File: config.mk
export PLATFORM = sky130hd
export DESIGN_NAME = humsc_temp
export DESIGN_NICKNAME = d
export VERILOG_FILES = /design/src/sv/humsc_pkg.sv /design/src/sv/humsc_temp.sv
export SDC_FILE = /design/constraint.sdc
export NUM_CORES = 2
export LEC_CHECK = 0
export ABC_CLOCK_PERIOD_IN_PS = 10200
export BUFFER_PORTS_ARGS = -buffer_cell sky130_fd_sc_hd__buf_2
export CAP_MARGIN = 10
export CORE_MARGIN = 2
export CORE_UTILIZATION = 40
export DETAILED_ROUTE_END_ITERATION = 6
export HOLD_SLACK_MARGIN = 0.05
export PLACE_DENSITY = 0.68
export SYNTH_ARGS = -nofsm -noshare
export SYNTH_HDL_FRONTEND = slang
export SYNTH_SLANG_ARGS = --single-unit
File: constraint.sdc
create_clock -name clk -period 10.2 [get_ports clk]
set_input_delay 1.02 -clock clk [delete_from_list [all_inputs] [get_ports clk]]
set_output_delay 1.02 -clock clk [all_outputs]
set_load 0.03 [all_outputs]
File: src/sv/humsc_pkg.sv
// humsc_pkg: shared types and constants of the humidity compensation core
// no dependencies; imported by every module of the block

package humsc_pkg;

  // configuration register indexes
  localparam logic [2:0] REG_TEMP_CAL_1       = 3'd0;
  localparam logic [2:0] REG_TEMP_CAL_2       = 3'd1;
  localparam logic [2:0] REG_TEMP_CAL_3       = 3'd2;
  localparam logic [2:0] REG_HUM_CAL_1        = 3'd3;
  localparam logic [2:0] REG_HUM_CAL_2        = 3'd4;
  localparam logic [2:0] REG_HUM_CAL_3        = 3'd5;
  localparam logic [2:0] REG_HUM_CAL_45_BYTES = 3'd6;
  localparam logic [2:0] REG_HUM_CAL_6        = 3'd7;

  localparam int unsigned CFG_DATA_W = 24;

  // compensation constants
  localparam logic [31:0] TFINE_OFS = 32'd76800;
  localparam logic [31:0] ROUND_A   = 32'd16384;
  localparam logic [31:0] C_OFS     = 32'd32768;
  localparam logic [31:0] B_OFS     = 32'd2097152;
  localparam logic [31:0] ROUND_B   = 32'd8192;
  localparam logic [31:0] HUM_MAX   = 32'd419430400;

  typedef struct packed {
    logic        [15:0] temp_cal_1;
    logic signed [15:0] temp_cal_2;
    logic signed [15:0] temp_cal_3;
    logic        [7:0]  hum_cal_1;
    logic signed [15:0] hum_cal_2;
    logic        [7:0]  hum_cal_3;
    logic        [23:0] hum_cal_45_bytes;
    logic signed [7:0]  hum_cal_6;
  } humsc_cal_t;

  // payload handed from the temperature pipeline to the humidity pipeline
  typedef struct packed {
    logic [31:0] tfine;
    logic [15:0] adc_h;
  } humsc_temp_t;

endpackage

File: src/sv/humsc_temp.sv
// humsc_temp: three-stage pipeline computing the fine temperature
// depends on humsc_pkg

module humsc_temp
  import humsc_pkg::*;
(
  input  logic        clk,
  input  logic        rst,
  input  humsc_cal_t  cal,
  input  logic        in_valid,
  output logic        in_ready,
  input  logic [19:0] adc_t,
  input  logic [15:0] adc_h,
  output logic        out_valid,
  input  logic        out_ready,
  output humsc_temp_t out_data
);

  logic [2:0] vld;
  logic [2:0] en;

  // stage 1
  logic [31:0] p_v1, p_dd;
  logic [15:0] adc_h1;
  // stage 2
  logic [31:0] v1s, p_m2;
  logic [15:0] adc_h2;
  // stage 3
  logic [31:0] tfine;
  logic [15:0] adc_h3;

  logic [31:0] t1_c, d_c, t2_32, t3_32;
  logic signed [31:0] v1s_c, dds_c, m2s_c;

  // a stage moves when it is empty or the one after it moves
  always_comb begin
    en[2] = !vld[2] || out_ready;
    en[1] = !vld[1] || en[2];
    en[0] = !vld[0] || en[1];
  end

  assign in_ready = en[0];

  always_comb begin
    t1_c  = {15'd0, adc_t[19:3]} - {15'd0, cal.temp_cal_1, 1'b0};
    d_c   = {16'd0, adc_t[19:4]} - {16'd0, cal.temp_cal_1};
    t2_32 = {{16{cal.temp_cal_2[15]}}, cal.temp_cal_2};
    t3_32 = {{16{cal.temp_cal_3[15]}}, cal.temp_cal_3};
    v1s_c = $signed(p_v1) >>> 11;
    dds_c = $signed(p_dd) >>> 12;
    m2s_c = $signed(p_m2) >>> 14;
  end

  always_ff @(posedge clk) begin
    if (rst) begin
      vld <= '0;
    end else begin
      if (en[0]) vld[0] <= in_valid;
      if (en[1]) vld[1] <= vld[0];
      if (en[2]) vld[2] <= vld[1];
    end
  end

  always_ff @(posedge clk) begin
    if (en[0]) begin
      p_v1   <= t1_c * t2_32;
      p_dd   <= d_c * d_c;
      adc_h1 <= adc_h;
    end
    if (en[1]) begin
      v1s    <= v1s_c;
      p_m2   <= dds_c * $signed(t3_32);
      adc_h2 <= adc_h1;
    end
    if (en[2]) begin
      tfine  <= v1s + m2s_c;
      adc_h3 <= adc_h2;
    end
  end

  assign out_valid      = vld[2];
  assign out_data.tfine = tfine;
  assign out_data.adc_h = adc_h3;

endmodule

==> flow_summary.toml <==
[status]
status = "completed"

[sta]
tns_ps = 0
fin_crit_ps = 9220
rsz0062_at_grt = "no"
drv_slew = 0
clock_skew_ps = 13.3
setup_viol = 0
finalHoldViolations = 0
fmax_ghz = 0.108
period_share_pct = 90.4
slew-limit-headroom_pct = 41.7
worst_pin_slew_ps = 866

[clock_tree]
clock_latency_ps = 440
cts_num_sinks = 153
holdBufCountCts = 0
cts_tree = "yes"
cts_buffer_depth = 2
cts_made_buffers = 17
h-tree-depth = 4
root_buffer = "clkbuf_16"
cts_resized = 0
clkSlewWorstSetupHoldPaths_ps = 70
cts_setup_buffers = 0

[placed_design]
io_buffers = 134
placedCellCount = 4883
dp_hpwl_um = 66400
gp_congestion = 0.859
place_area_um2 = 37700

[die]
die_x_um = 302
initial_core_util_pct = 40.3
rows = 109
io_pins = 202
core_area_um2 = 88200
die_h_um = 302
die_area_um2 = 91400

[drt]
drc_errors = 0
first_iter_violations = 1202
detail_route.wl_per_cell_um = 16.2
drt-vias-per-instance = 4.87
routed_wl_um = 79800
drtAntennaViolNets = 0
vias = 23960
dr.pass1.iters = 7

[run]
drv_cap = 0

[synthesis]
synth_compound_area_share_pct = 3.54
yosys.cell_types.count = 71
synth_top_family_by_area = "adder cells"
synthMuxAreaShare_pct = 0.0598
synth-seq-cells = 153
synth-simple-area-share_pct = 12.5
synth.yosys.warnings = 0
netlist_area_um2 = 35600
ys_async_sr_fraction_pct = 0
synth_area_leader_cell = "fa_1"
synthFlopType = "edfxtp_1"
yosys-top-cells-area = "fa_1 46%, edfxtp_1 13%, inv_1 11%"
synthAdderAreaFrac_pct = 55.6
syn_inst = 3653
ys_seq_area_share_pct = 12.8
syn-num-nets = 4898
synth_xor_area_share_pct = 3.31
synth_edf_count = 150
yosysTopAreaCellShare_pct = 45.9
synth_area_per_cell_um2 = 9.74

[worst_setup_path]
crit_family = "adder cells"
cp_slowest_stage_delay_ps = 580
cpMostUsedCell = "fa_1"
cp_max_fo = 20
start_kind = "input pin"
critical_path_arrival_ps = 9430
crit_type = "input pin to flip-flop"
cp-end-kind = "flip-flop"
worst_path_max_delay_cell = "fa_1"
crit_required_ps = 10420
critical_path_buf_inv_count = 7

[cells_and_area]
num-fill-cells = 8450
final_common_cell = "inv_1"
multi_input_area_um2 = 26700
stdcell_area_um2 = 38300
syn2layout_area_growth_pct = 7.52
area.sequential_um2 = 4560
fin_util_pct = 43.4
nets = 4982
instances_no_fill = 4916
drive_gt1_share_pct = 6.59
mostFrequentLayoutCells = "1002 x inv_1, 816 x fa_1, 462 x nand2_1, 277 x ha_1, 205 x and2_1"

[global_routing]
grt_max_degree = 58
grt_pass1_wl_um = 133000
grt_usage_pct = 18.4
antenna_found_initial = 5
grt_pass1_vias = 26033
overflow = 0

[hold_path]
hold_path.class = "flip-flop to flip-flop"
-- final cells by class --
class / instances / share of cell area (%)
diodes: 1 / 0.00654
clock buffers: 17 / 1.11
clock inverters: 15 / 0.412
inverters: 1013 / 9.94
multi-input cells: 2363 / 69.9
flip-flops and latches: 153 / 11.9
well taps: 1165 / 3.81
repair buffers: 189 / 2.90
-- final timing paths --
path,end,cells after the start,from,slack [ps]
max reg2reg,p_m2[31],22,p_dd[19],3360
max,p_dd[30],31,adc_t[4],980
min,v1s[12],0,p_v1[23],420
min reg2reg,v1s[12],0,p_v1[23],420
-- Yosys cell counts, drive strengths merged (13+ instances only) --
master and count:
nand2 463, nor3 23, xnor2 102, buf 17, nor2 127, and2 205
edfxtp 150, o21a 16, fa 816, and3 13, nand3 25, ha 277
a21o 23, nand2b 37, a21oi 46, clkbuf 107, nor2b 31, o21ai 34
inv 1005, xor2 29
-- routing by layer --
metal | wire, um | track usage [%] | up-vias
met3 | 4190 | 1.88 | 147
li1 | - | - | 10844
met2 | 40000 | 31.8 | 702
met1 | 33100 | 24.2 | 12267
met4 | 2470 | 6.14 | 0
met5 | 0 | 0 | -
-- registers in the layout, summed over array words and instances (netlist names) --
register / count
adc_h3: 16
adc_h1: 16
adc_h2: 16
vld: 3
p_dd: 20
v1s: 21
p_v1: 21
tfine: 22
p_m2: 18
-- metrics by stage --
step	setup WS, ps	hold WS (ps)
2_1_floorplan	1260	400
3_3_place_gp	623	400
3_5_place_dp	549	405
4_1_cts	1010	416
5_1_grt	493	426
6_report	980	415
-- cells by family after synthesis --
family / after synthesis
buf+inv: 1137
simple gates: 952
flops: 153
mux: 2
compound gates: 184
fa+ha+maj: 1093
xor+xnor: 132
Power is left out: the tool's default activity adds up to more than one toggle a clock period on the data nets, which glitch-free logic cannot reach.
